===== src/hdl/tts_pkg.sv =====
// Shared types, constants and a helper function for the tunnel texture shader.
package tts_pkg;

    // Texture geometry: 64 x 64 texels of RGB565
    localparam int TEX_COORD_W = 6;
    localparam int TEX_DEPTH   = 4096;
    localparam int TEX_ADDR_W  = $clog2(TEX_DEPTH);
    localparam int TEXEL_W     = 16;

    // Frame coordinates and twiddled address
    localparam int PIX_W   = 7;
    localparam int ADDR_W  = 2 * PIX_W;
    localparam int FOG_W   = 5;

    // Configuration port
    localparam int CFG_IDX_W  = 1;
    localparam int CFG_DATA_W = 6;

    // Queue between front and back
    localparam int QDEPTH  = 4;
    localparam int QPTR_W  = $clog2(QDEPTH);
    localparam int QCNT_W  = $clog2(QDEPTH + 1);

    // Stream widths
    localparam int S_TDATA_W = 64;
    localparam int M_TDATA_W = 32;

    // Item kinds carried on s_tuser
    typedef enum logic {
        CMD_LOAD   = 1'b0,
        CMD_RENDER = 1'b1
    } cmd_t;

    // Configuration register indexes
    typedef enum logic [CFG_IDX_W-1:0] {
        CFG_ROT_OFFSET = 1'b0,
        CFG_FWD_OFFSET = 1'b1
    } cfg_idx_t;

    // Input tdata layout, lowest field last
    typedef struct packed {
        logic [4:0]             pad;
        logic [FOG_W-1:0]       fog;
        logic [TEX_COORD_W-1:0] v_base;
        logic [TEX_COORD_W-1:0] u_base;
        logic [PIX_W-1:0]       pixel_y;
        logic [PIX_W-1:0]       pixel_x;
        logic [TEXEL_W-1:0]     texel_data;
        logic [TEX_ADDR_W-1:0]  texel_addr;
    } in_data_t;

    // Output tdata layout, lowest field last
    typedef struct packed {
        logic [1:0]          pad;
        logic [TEXEL_W-1:0]  out_color;
        logic [ADDR_W-1:0]   out_addr;
    } out_data_t;

    // One render pixel waiting for shading
    typedef struct packed {
        logic [ADDR_W-1:0]  addr;
        logic [FOG_W-1:0]   fog;
        logic [TEXEL_W-1:0] texel;
    } pix_t;

    // Morton interleave: y bit k to 2k, x bit k to 2k+1
    function automatic logic [ADDR_W-1:0] twiddle(input logic [PIX_W-1:0] x,
                                                   input logic [PIX_W-1:0] y);
        logic [ADDR_W-1:0] r;
        r = '0;
        for (int k = 0; k < PIX_W; k++) begin
            r[2*k]   = y[k];
            r[2*k+1] = x[k];
        end
        return r;
    endfunction

endpackage


===== src/hdl/tts_back.sv =====
// Back end: applies fog to each RGB565 channel and drives the output register.
module tts_back (
    input  logic                           aclk,
    input  logic                           aresetn,
    input  logic                           head_valid,
    input  tts_pkg::pix_t                  head_entry,
    output logic                           pop,
    output logic                           m_tvalid,
    input  logic                           m_tready,
    output logic [tts_pkg::M_TDATA_W-1:0]  m_tdata
);

    logic [9:0]                       r_prod;
    logic [10:0]                      g_prod;
    logic [9:0]                       b_prod;
    tts_pkg::out_data_t               out_d;
    logic                             m_valid_reg, m_valid_next;
    logic [tts_pkg::M_TDATA_W-1:0]    m_data_reg, m_data_next;

    // take the head when the output register is free or draining
    assign pop = head_valid && (!m_valid_reg || m_tready);

    // channel * fog, truncated by 32
    assign r_prod = {5'b0, head_entry.texel[15:11]} * {5'b0, head_entry.fog};
    assign g_prod = {5'b0, head_entry.texel[10:5]}  * {6'b0, head_entry.fog};
    assign b_prod = {5'b0, head_entry.texel[4:0]}   * {5'b0, head_entry.fog};

    always_comb begin
        out_d.pad       = '0;
        out_d.out_addr  = head_entry.addr;
        out_d.out_color = {r_prod[9:5], g_prod[10:5], b_prod[9:5]};
    end

    // output register
    always_comb begin
        m_valid_next = m_valid_reg;
        m_data_next  = m_data_reg;
        if (pop) begin
            m_valid_next = 1'b1;
            m_data_next  = out_d;
        end else if (m_tready) begin
            m_valid_next = 1'b0;
        end
    end

    always_ff @(posedge aclk) begin
        if (!aresetn) begin
            m_valid_reg <= 1'b0;
        end else begin
            m_valid_reg <= m_valid_next;
        end
        m_data_reg <= m_data_next;
    end

    assign m_tvalid = m_valid_reg;
    assign m_tdata  = m_data_reg;

endmodule


===== config.mk =====
export PLATFORM = sky130hd
export DESIGN_NAME = tts_back
export DESIGN_NICKNAME = d
export VERILOG_FILES = /design/src/hdl/tts_pkg.sv /design/src/hdl/tts_back.sv
export SDC_FILE = /design/constraint.sdc
export NUM_CORES = 1
export LEC_CHECK = 0
export ABC_AREA = 1
export BUFFER_PORTS_ARGS = -buffer_cell sky130_fd_sc_hd__buf_2
export CORE_MARGIN = 3
export CORE_UTILIZATION = 30
export CTS_CLUSTER_DIAMETER = 60
export DETAILED_ROUTE_END_ITERATION = 10
export HOLD_SLACK_MARGIN = 0.1
export PLACE_DENSITY = 0.47
export SLEW_MARGIN = 20
export SYNTH_ARGS = -nofsm -noshare
export SYNTH_HDL_FRONTEND = slang
export SYNTH_SLANG_ARGS = --single-unit
export TNS_END_PERCENT = 20

===== constraint.sdc =====
create_clock -name aclk -period 5.28 [get_ports aclk]
set_input_delay 1.056 -clock aclk [delete_from_list [all_inputs] [get_ports aclk]]
set_output_delay 1.056 -clock aclk [all_outputs]
set_load 0.01 [all_outputs]

* Yosys cells after proc, flatten, opt, wreduce, memory -nomap -nowiden *
Index checks and enable logic that the tools add are counted.

word-level totals
  register bits = 31
  bits in latches = 0
  bits in writable memories = 0
  ROM bits = 0
  input port bits = 39
  output and inout bits = 34
  word-level logic and storage cells = 11
  memories = 0

cells by class
  add/sub/neg operators = 0
  $mul = 3
  div/mod/pow operators = 0
  magnitude comparators = 0
  equal/unequal tests = 0
  shift-type cells = 0
  mux-type cells = 2
  bitwise gates (word level) = 0
  reduce and logical (&&, ||, !) cells = 4

operators with widths
  operator                    number
  multiplier 5 x 5 -> 10 bit  2
  multiplier 6 x 5 -> 11 bit  1
  two-way mux 1 bit           2
  nonzero test 2 bit          1
  logical AND 1 bit           1
  zero test 1 bit             1
  logical OR 1 bit            1

* Depth between registers and ports, before layout *
  depth after elaboration = 4
  mapped depth = 20
  gate-level depth less buffers = 18

* Worst setup path after synthesis *
No wires, ideal clock.

  path kind = input to register
  start point = in head_entry[20] (netlist bit)
  end point = reg m_data_reg, in the netlist m_tdata[18] (data pin)
  arrival time = 3.961 ns
  required time = 5.028 ns
  setup slack = 1.066 ns
  cell stages on the path = 15
  buffers on the path = 2
  path through = clkbuf_1 -> buf_2 -> nand2_1 -> fa_1 -> fa_1 -> fa_1 -> inv_1 -> ha_1 -> inv_1 -> o21ai_0 -> o21bai_2 -> nand2_1 -> nand2_1 -> nand2_1 -> nand2_1

between the ends
  cells in the longest elaborated chain, start to end = 1

ends and longest elaborated chain
  item                        line            text
  from (decl)                 tts_back.sv:6   input tts_pkg::pix_t head_entry,
  multiplier 5 x 5 -> 10 bit  tts_back.sv:26  assign b_prod = {5'b0, head_entry.texel[4:0]} * {5'b0, head_entry.fog};
  named net b_prod[9]         tts_back.sv:15  logic [9:0] b_prod;
  to (signal assigned)        tts_back.sv:52  m_data_reg <= m_data_next;
  to (decl)                   tts_back.sv:18  logic [tts_pkg::M_TDATA_W-1:0] m_data_reg, m_data_next;

The timed path passes the listed nets, and every way through them passes these cells.
A chain may end at the register's enable or synchronous reset.

* Final worst setup path *
Ends and elaborated chain as after synthesis.

==> metrics <==
status finished, final reports clean; Switching Fraction 34.6%; clk slew on worst S/H paths 60 ps; DP HPWL 6.04 mm; Worst Reg-to-Reg Cells 2; Highest Clock Rate 0.252 GHz; cts hold-fix bufs 0; antenna cells 0; gr ovfl total 0; CTS resizes 0; ANT nets after route 0; final hold slack 524 ps; nets 622; Synth Area per Inst 7.88 um^2; synth warn 0; async set-reset flop share out of synthesis 0%; synth unique cells 26; CTS tree built; first-pass GRT wire length 12.9 mm; Cells after DPL 640; Synth Area in XOR/XNOR 1.27%; Post-CTS Setup Bufs 0; combinational share of power 38.7%; area share of fa/ha/maj cells after synthesis 33.4%; Max Root-Sink Buffers 2; setup TNS 0 ps; DRC 0; Post-DP Area 0.00395 mm^2; largest net degree at the start of global routing 31; max-slew violation count 0; R2R setup slack 4000 ps; non-filler cells, final 648; predominant post-synthesis flop cell edfxtp_1; post-synth design cell area 0.00345 mm^2; post-synthesis mux area share 0%; Post-Synth Simple-Gate Area 19.1%; total CTS buffers 5; initial antenna violation count 0; Synth Area in Compound Gates 4.03%; Critical Path Fanout Max 16; Hold Path End m_tvalid; crit path DAT 4010 ps; Clock Latency Late Sink 280 ps; Hold Path Depth 2; detailed-route via count 2,840; VDD IR max 0.123 mV; gr usage total 12.4%; Setup CP Type in2reg; worst flop-to-flop path startpoint m_tvalid; internal power 0.723 mW; WL/cell 11.4 um; core box area 0.0110 mm^2; clock share of power 31.5%; RSZ-0062 raised after global routing false; DR iter-0 viols 89; largest family of logic cells by synthesized area adder cells; Finished Cell Area 0.00412 mm^2; routed vias/inst 4.38; setup clock skew after layout 12.5 ps; Synth Instances 438; crit path time final 3970 ps; power share of the sequential group 29.8%; Final Cycle Share 75.2%; Setup violations, final 0; HP Class reg2reg; Hold Vio Cnt, Final 0; switching power 0.383 mW; number of flops mapped to enable cells by yosys 30; max cap viols 0; row cnt 38; Initial Util 31.3%; Clock Sink Count 31; HP Start m_tvalid; chip width 113 um; Pleak 2.50 nW; WL final 7.40 mm; first-pass iteration count of the detailed router 6; share of cells above drive strength 1 16.7%; die span in y 113 um; I/O pins 73; die area 0.0128 mm^2; vias in the first global route 2,877; PortBufs 70; crit end category flip-flop; Root Driver clkbuf_16; H-tree depth 2; RR Endpoint m_tdata[6]; sequential fraction of the synthesis area 26.7%; synthesis-to-finish area growth 19.5%; post-layout total power 1.11 mW; Worst EP required 5320 ps; critical path launch point type primary input; Yosys reg bits 31; PD cells 268 mW/mm^2; RD Place Congestion 0.816
cells in the final DEF (no fill, tap or decap), types with 2 or more instances in the layout:
cell type | synthesis | routed
nand4_1 | 3 | 3
ha_1 | 49 | 49
buf_2 | 3 | 70
edfxtp_1 | 30 | 30
o21bai_1 | 3 | 3
nand2_1 | 137 | 137
o21ai_0 | 9 | 9
inv_1 | 127 | 127
a31oi_1 | 6 | 6
fa_1 | 27 | 27
nor3_1 | 5 | 5
conb_1 | 1 | 2
xor2_1 | 5 | 5
nand3_1 | 13 | 13
nand2_2 | 2 | 2
clkbuf_16 | 0 | 5
a21oi_1 | 3 | 2
stage by stage:
stage	utilization (%)	setup WS [ps]
4_1_cts	37.4	1280
2_1_floorplan	-	1070
3_5_place_dp	35.8	975
3_3_place_gp	35.8	1040
6_report	37.4	1310
5_1_grt	37.4	1050
worst max path at each step:
stage,startpoint,endpoint,slack [ps],cells past startpoint
2_1_floorplan,head_entry[20],m_tdata[18],1070,15
3_3_place_gp,head_entry[20],m_tdata[18],1040,14
3_5_place_dp,head_entry[20],m_tdata[18],970,14
4_1_cts,head_entry[20],m_tdata[18],1280,14
5_1_grt,head_entry[20],m_tdata[17],1050,12
6_report,head_entry[20],m_tdata[18],1310,14
synth_stat cells (2+ instances only):
| cell | instances | area share, % |
|---|---|---|
| inv_1 | 127 | 14 |
| buf_2 | 3 | 0.44 |
| a31oi_1 | 6 | 1.1 |
| nand2_2 | 2 | 0.36 |
| a21oi_1 | 3 | 0.44 |
| xor2_1 | 5 | 1.3 |
| buf_4 | 2 | 0.44 |
| fa_1 | 27 | 16 |
| nand3_1 | 13 | 1.9 |
| edfxtp_1 | 30 | 26 |
| nor3_1 | 5 | 0.73 |
| o21bai_1 | 3 | 0.65 |
| clkbuf_1 | 5 | 0.54 |
| o21ai_0 | 9 | 1.3 |
| nand4_1 | 3 | 0.54 |
| nand2_1 | 137 | 15 |
| ha_1 | 49 | 18 |
critical path: stages:
cell and delay (ps):
buf_2 260, nand2_1 130, fa_1 530, fa_1 520, fa_1 550, inv_1 40
ha_1 310, inv_1 80, o21ai_0 70, o21bai_2 210, nand2_1 90, nand2_1 60
nand2_1 60, nand2_1 40
metal layers:
layer	routed length [um]	share of wire [%]	vias to the layer above	global-route usage [%]
li1	-	-	1453	-
met1	3570	48	1301	16.7
met2	3200	43	75	19.6
met3	477	6.4	11	2.83
met4	145	2.0	0	4.25
met5	0	0	-	0
final cells by class:
cell class / count / area [um^2]
fill: 1163 / 6910
inverter: 128 / 480
clock inverter: 2 / 35.0
tap: 140 / 175
multi-input combinational: 270 / 2010
sequential: 31 / 921
clock buffer: 6 / 139
timing repair buffer: 71 / 358
sequential cells by signal (all words and copies together) (netlist names):
| name | cells |
|---|---|
| m_tvalid | 1 |
| m_tdata | 30 |
kinds of logic after synthesis:
group                    after synthesis
buffers and inverters                138
XOR/XNOR                               5
AO/OA/AOI/OAI                         23
other                                  1
flip-flops                            31
AND/OR/NAND/NOR                      164
adder cells (fa/ha/maj)               76
power by group through the flow:
stage | combinational (mW) | clock (mW) | sequential [mW]
finish | 0.428 | 0.348 | 0.329
global route | 0.505 | 0.368 | 0.333
CTS | 0.437 | 0.363 | 0.330
detailed placement | 0.432 | 0 | 0.334
global placement | 0.432 | 0 | 0.334
floorplan | 0.289 | 0 | 0.356
No activity file was read; power rests on OpenSTA's default activity.
