`config.mk`:
```
export PLATFORM = sky130hd
export DESIGN_NAME = tts_fifo
export DESIGN_NICKNAME = d
export VERILOG_FILES = /design/src/hdl/tts_pkg.sv /design/src/hdl/tts_fifo.sv
export SDC_FILE = /design/constraint.sdc
export NUM_CORES = 1
export LEC_CHECK = 0
export BUFFER_PORTS_ARGS = -buffer_cell sky130_fd_sc_hd__clkbuf_2
export CORE_ASPECT_RATIO = 1.25
export CORE_MARGIN = 5
export CORE_UTILIZATION = 45
export DETAILED_ROUTE_END_ITERATION = 7
export PLACE_DENSITY = 0.65
export REMOVE_ABC_BUFFERS = 1
export SLEW_MARGIN = 20
export SYNTH_ARGS = -nofsm -noshare
export SYNTH_HDL_FRONTEND = slang
export SYNTH_SLANG_ARGS = --single-unit
```
`constraint.sdc`:
```
create_clock -name aclk -period 2.61 [get_ports aclk]
set_input_delay 0.261 -clock aclk [delete_from_list [all_inputs] [get_ports aclk]]
set_output_delay 0.261 -clock aclk [all_outputs]
set_load 0.005 [all_outputs]
```
`src/hdl/tts_pkg.sv`:
```
// Shared types, constants and a helper function for the tunnel texture shader.
package tts_pkg;

    // Texture geometry: 64 x 64 texels of RGB565
    localparam int TEX_COORD_W = 6;
    localparam int TEX_DEPTH   = 4096;
    localparam int TEX_ADDR_W  = $clog2(TEX_DEPTH);
    localparam int TEXEL_W     = 16;

    // Frame coordinates and twiddled address
    localparam int PIX_W   = 7;
    localparam int ADDR_W  = 2 * PIX_W;
    localparam int FOG_W   = 5;

    // Configuration port
    localparam int CFG_IDX_W  = 1;
    localparam int CFG_DATA_W = 6;

    // Queue between front and back
    localparam int QDEPTH  = 4;
    localparam int QPTR_W  = $clog2(QDEPTH);
    localparam int QCNT_W  = $clog2(QDEPTH + 1);

    // Stream widths
    localparam int S_TDATA_W = 64;
    localparam int M_TDATA_W = 32;

    // Item kinds carried on s_tuser
    typedef enum logic {
        CMD_LOAD   = 1'b0,
        CMD_RENDER = 1'b1
    } cmd_t;

    // Configuration register indexes
    typedef enum logic [CFG_IDX_W-1:0] {
        CFG_ROT_OFFSET = 1'b0,
        CFG_FWD_OFFSET = 1'b1
    } cfg_idx_t;

    // Input tdata layout, lowest field last
    typedef struct packed {
        logic [4:0]             pad;
        logic [FOG_W-1:0]       fog;
        logic [TEX_COORD_W-1:0] v_base;
        logic [TEX_COORD_W-1:0] u_base;
        logic [PIX_W-1:0]       pixel_y;
        logic [PIX_W-1:0]       pixel_x;
        logic [TEXEL_W-1:0]     texel_data;
        logic [TEX_ADDR_W-1:0]  texel_addr;
    } in_data_t;

    // Output tdata layout, lowest field last
    typedef struct packed {
        logic [1:0]          pad;
        logic [TEXEL_W-1:0]  out_color;
        logic [ADDR_W-1:0]   out_addr;
    } out_data_t;

    // One render pixel waiting for shading
    typedef struct packed {
        logic [ADDR_W-1:0]  addr;
        logic [FOG_W-1:0]   fog;
        logic [TEXEL_W-1:0] texel;
    } pix_t;

    // Morton interleave: y bit k to 2k, x bit k to 2k+1
    function automatic logic [ADDR_W-1:0] twiddle(input logic [PIX_W-1:0] x,
                                                   input logic [PIX_W-1:0] y);
        logic [ADDR_W-1:0] r;
        r = '0;
        for (int k = 0; k < PIX_W; k++) begin
            r[2*k]   = y[k];
            r[2*k+1] = x[k];
        end
        return r;
    endfunction

endpackage

```
`src/hdl/tts_fifo.sv`:
```
// Short queue of looked-up pixels between front and back.
module tts_fifo (
    input  logic                        aclk,
    input  logic                        aresetn,
    input  logic                        push,
    input  tts_pkg::pix_t               push_entry,
    input  logic                        pop,
    output logic                        head_valid,
    output tts_pkg::pix_t               head_entry,
    output logic [tts_pkg::QCNT_W-1:0]  count
);

    tts_pkg::pix_t                mem_reg [tts_pkg::QDEPTH];
    logic [tts_pkg::QPTR_W-1:0]   wr_ptr_reg, wr_ptr_next;
    logic [tts_pkg::QPTR_W-1:0]   rd_ptr_reg, rd_ptr_next;
    logic [tts_pkg::QCNT_W-1:0]   count_reg, count_next;

    // pointer and fill count update
    always_comb begin
        wr_ptr_next = wr_ptr_reg;
        rd_ptr_next = rd_ptr_reg;
        count_next  = count_reg;
        if (push) begin
            wr_ptr_next = (wr_ptr_reg == tts_pkg::QPTR_W'(tts_pkg::QDEPTH - 1))
                          ? '0 : wr_ptr_reg + 1'b1;
        end
        if (pop) begin
            rd_ptr_next = (rd_ptr_reg == tts_pkg::QPTR_W'(tts_pkg::QDEPTH - 1))
                          ? '0 : rd_ptr_reg + 1'b1;
        end
        case ({push, pop})
            2'b10:   count_next = count_reg + 1'b1;
            2'b01:   count_next = count_reg - 1'b1;
            default: count_next = count_reg;
        endcase
    end

    always_ff @(posedge aclk) begin
        if (!aresetn) begin
            wr_ptr_reg <= '0;
            rd_ptr_reg <= '0;
            count_reg  <= '0;
        end else begin
            wr_ptr_reg <= wr_ptr_next;
            rd_ptr_reg <= rd_ptr_next;
            count_reg  <= count_next;
        end
        if (push) begin
            mem_reg[wr_ptr_reg] <= push_entry;
        end
    end

    assign head_valid = (count_reg != '0);
    assign head_entry = mem_reg[rd_ptr_reg];
    assign count      = count_reg;

endmodule

```
# --- Yosys cells after proc, flatten, opt, wreduce, memory -nomap -nowiden ---
# Memory sizes are Yosys's and may differ from the RTL's. A register that Yosys moved wholly into a read port is not among the register bits.
# Cells that the tools add are included.
classes:
  addsub: 4
  n_eq_ne: 4
  n_mux: 7
  n_reduce_logical: 2
op_table:
  columns: ["op", "n"]
  rows:
  - ["2-bit 2-to-1 mux", 4]
  - ["2-bit == test, second input constant", 3]
  - ["3-bit one-hot mux with 2 select lines", 1]
  - ["2-bit by 1-bit adder with 2-bit output, second input constant", 2]
  - ["3-bit by 1-bit adder with 3-bit output, second input constant", 1]
  - ["3-bit nonzero test", 1]
  - ["3-bit by 1-bit subtractor with 3-bit output, second input constant", 1]
  - ["2-bit by 1-bit == test with 1-bit output, second input constant", 1]
  - ["1-bit 2-to-1 mux", 2]
  - ["2-bit nonzero test", 1]
totals:
  ff_bits: 7
  ramBits: 140
  input_bits: 39
  out_inout_bits: 39
  mem_count: 1
memory_table:
  columns: ["memory", "words", "word_bits", "read_ports", "rd_ports_with_merged_regs", "write_ports", "line_no", "rtl"]
  rows:
  - ["mem_reg", 4, 35, 1, 1, 1, "tts_fifo.sv:13", "tts_pkg::pix_t mem_reg [tts_pkg::QDEPTH];"]

# --- Depth between registers and ports, before layout ---
depth:
  word_depth: 4
  depth_mapped: 6

# --- Worst setup path before layout ---
# OpenSTA, ideal clock, no wires.
synth_path:
  kind: "register to register"
  startpoint: "register wr_ptr_reg[0] (netlist bit)"
  endpoint: "memory mem_reg[3][0] (netlist bit), enable pin"
  setup_time_ps: 395
  t_arrival_ps: 1409
  required_time_ps: 2215
  path_slack_ps: 806
  path_stages_with_launch: 3
  path_buffers: 0
  period_less_slack_ps: 1804
  path_cell_list: "dfxtp_1 -> ha_1 -> and2_1"
synth_lines:
  columns: ["element", "line_no", "rtl"]
  rows:
  - ["start, declared", "tts_fifo.sv:14", "logic [tts_pkg::QPTR_W-1:0] wr_ptr_reg, wr_ptr_next;"]
  - ["start signal, assigned", "tts_fifo.sv:44", "wr_ptr_reg <= wr_ptr_next;"]
  - ["end, declared", "tts_fifo.sv:13", null]
# No word-level cell before the write port.

==> flow_metrics.py <==
metrics = {
    "clocking": {
        "clk_pin_slew_ns": 0.06,
        "cts_setup_buffers": 0,
        "clock_sinks": 149,
        "cts_hold_buf": 0,
        "cts_root_buffer": "clkbuf_16",
        "cts_tree": "built",
        "cts_made_buffers": 17,
        "clk-insertion-delay-late_ns": 0.40,
        "cts_resized": 0,
        "cts.htree.levels": 4,
        "cts_buffer_depth": 2,
    },
    "critical_path": {
        "cpPeakStageDelay_ns": 0.60,
        "r2r_cells": 4,
        "critPathRequiredTime_ns": 2.35,
        "startpoint_type": "register",
        "end_kind": "output pin",
        "reg2reg_slack_ns": 0.87,
        "critPathBufInv": 2,
        "critical_path_class": "register to output pin",
        "crit_path_end": "head_entry[23]",
        "crit_slowest_cell": "dfxtp_2",
        "crit_fanout": 13,
        "crit_cells": 3,
        "crit_arrival_ns": 1.93,
        "cp_cell_sequence": "buf_12, mux4_1, clkbuf_2",
        "reg2reg_from": "wr_ptr_reg[0]",
        "r2r-end": "mem_reg[0][33]",
        "path_delay_family": "flip-flops",
    },
    "final_layout": {
        "seq_area_um2": 4390,
        "largest_reg_flops": 140,
        "fin_util_pct": 56.4,
        "fill_cells": 900,
        "syn_to_final_growth_pct": 23.1,
        "antennaDiodeCount": 0,
        "drive_gt1_share_pct": 44.6,
        "fin_area_um2": 6830,
        "nets": 367,
        "multi_input_area_um2": 1070,
    },
    "floorplan": {
        "ioPinCount": 78,
        "dieWidth_um": 109,
        "die_h_um": 134,
        "rows": 45,
        "start_util_pct": 45.9,
        "core_um2": 12100,
        "die-area_um2": 14700,
    },
    "sta": {
        "post-route-period-util_pct": 84.1,
        "setup_viol": 0,
        "drv_slew": 0,
        "fmax_mhz": 455,
        "final_hold_viol_count": 0,
        "timing.hold.ws_ns": 0.0717,
        "slew_headroom_pct": 58.3,
        "rsz0062_at_grt": "false",
        "tightest_slew_ns": 0.626,
        "setup_ws_ns": 0.414,
        "tns_ns": 0,
        "fin_skew_ns": 0.00444,
        "period_needed_ns": 2.20,
    },
    "yosys": {
        "syn_area_per_cell_um2": 24.7,
        "syn_inst": 225,
        "netlist_top_cells_count": "140 x edfxtp_1, 30 x mux4_2, 9 x dfxtp_1, 6 x ha_1",
        "synth_edf_count": 140,
        "ys.flop_type": "edfxtp_1",
        "yosysTopAreaCell": "edfxtp_1",
        "yosysMostFrequentCell": "edfxtp_1",
        "async_flop_share_pct": 0,
        "yosysSeqAreaShare_pct": 79.0,
        "ys_ff_latch": 149,
        "synth.area.top_cells": "edfxtp_1 76%, mux4_2 12%, dfxtp_1 3.2%, mux4_1 2.4%, ha_1 1.4%",
        "synth_area_um2": 5550,
        "synth.top_cell.area_share_pct": 75.7,
        "ys_warn_count": 0,
        "ys_types": 21,
    },
    "flow_run": {
        "max_cap_viol_count": 0,
    },
    "global_routing": {
        "antenna_found_initial": 0,
        "first_global_vias": 2785,
        "grt_usage_pct": 14.4,
        "grt_start_max_net_pins": 23,
        "grt-ovfl-total": 0,
        "grt_pass1_wl_um": 15200,
    },
    "place": {
        "dp_hpwl_um": 6060,
        "gp_congestion": 0.708,
        "place_area_um2": 6190,
        "pre_cts_slack_ns": 0.780,
        "portBuffers": 77,
    },
    "route": {
        "route.vias.total": 2515,
        "routed_via_density": 5.07,
        "drc": 0,
        "drt_pass1_iterations": 4,
        "routed_wl_um": 9510,
        "wl_per_cell_um": 19.2,
        "drtIter0Drc": 92,
        "ant_nets": 0,
    },
    "worst_hold_path": {
        "min_from": "push_entry[30]",
        "hold_class": "primary input to register",
        "worstHoldPathCells": 1,
    },
    "outcome": {
        "status": "finished, final reports clean",
    },
    "power_and_ir_drop": {
        "ir_drop_mv": 0.437,
        "powerDensity_nw_per_um2": 849,
        "p_leak_nw": 2.39,
    },
}
==> metrics by stage <==
step                      std cells  total power, W
after detailed placement        466         0.00324
after floorplan                 217         0.00302
after global placement          466         0.00323
after CTS                       496         0.00587
after global routing            496         0.00602
final                           496         0.00580
==> power breakdown <==
group | internal (W) | switching [W]
Clock | 0.00177 | 0.000850
Sequential | 0.00272 | 0.0000434
Combinational | 0.000219 | 0.000195
Total | 0.00471 | 0.00109
==> how the worst min path moves through the flow <==
stage          slack [ns]        endpoint
5_1_grt              0.05  mem_reg[3][12]
2_1_floorplan        0.36   mem_reg[0][0]
3_3_place_gp         0.47  mem_reg[2][25]
3_5_place_dp         0.48   mem_reg[0][0]
6_report             0.07  mem_reg[1][30]
4_1_cts              0.05   mem_reg[1][0]
==> layer usage <==
layer	track usage, %	vias to the layer above	part of all wire (%)
met5	0	-	0
met4	6.44	0	1.6
met3	6.07	11	7.4
met2	23.1	64	52
met1	16.8	1305	39
li1	-	1135	-
==> cell usage in the layout (no fill, tap or decap), drive strengths merged <==
cell type | Yosys | final
nor2b | 5 | 5
o21a | 1 | 1
clkinv | 0 | 5
nor3b | 2 | 2
ha | 6 | 6
clkinvlp | 0 | 1
a21oi | 1 | 1
o21ai | 1 | 1
fa | 1 | 1
or3 | 2 | 2
buf | 7 | 8
edfxtp | 140 | 140
dfxtp | 9 | 9
mux2i | 3 | 3
a21boi | 1 | 1
clkbuf | 1 | 95
bufinv | 0 | 6
xnor2 | 2 | 2
and2 | 5 | 5
mux4 | 35 | 35
inv | 3 | 3
==> kinds of logic after synthesis <==
family | share of synthesized area, %
AOI/OAI and AO/OA | 0.451
xor gates and xnor gates | 0.316
adders and majority gates | 1.71
buffers and inverters | 1.85
DFF | 79.0
muxes | 15.1
and+or+nand+nor | 1.62
==> final cells by class <==
cell class / instances / share of cell area, %
Inverter: 3 / 0.165
Timing Repair Buffer: 85 / 7.62
Sequential cell: 149 / 64.2
Clock buffer: 18 / 6.28
Tap cell: 164 / 3.00
Clock inverter: 12 / 3.08
Multi-Input combinational cell: 65 / 15.7
Power figures use the tool's default switching activity.
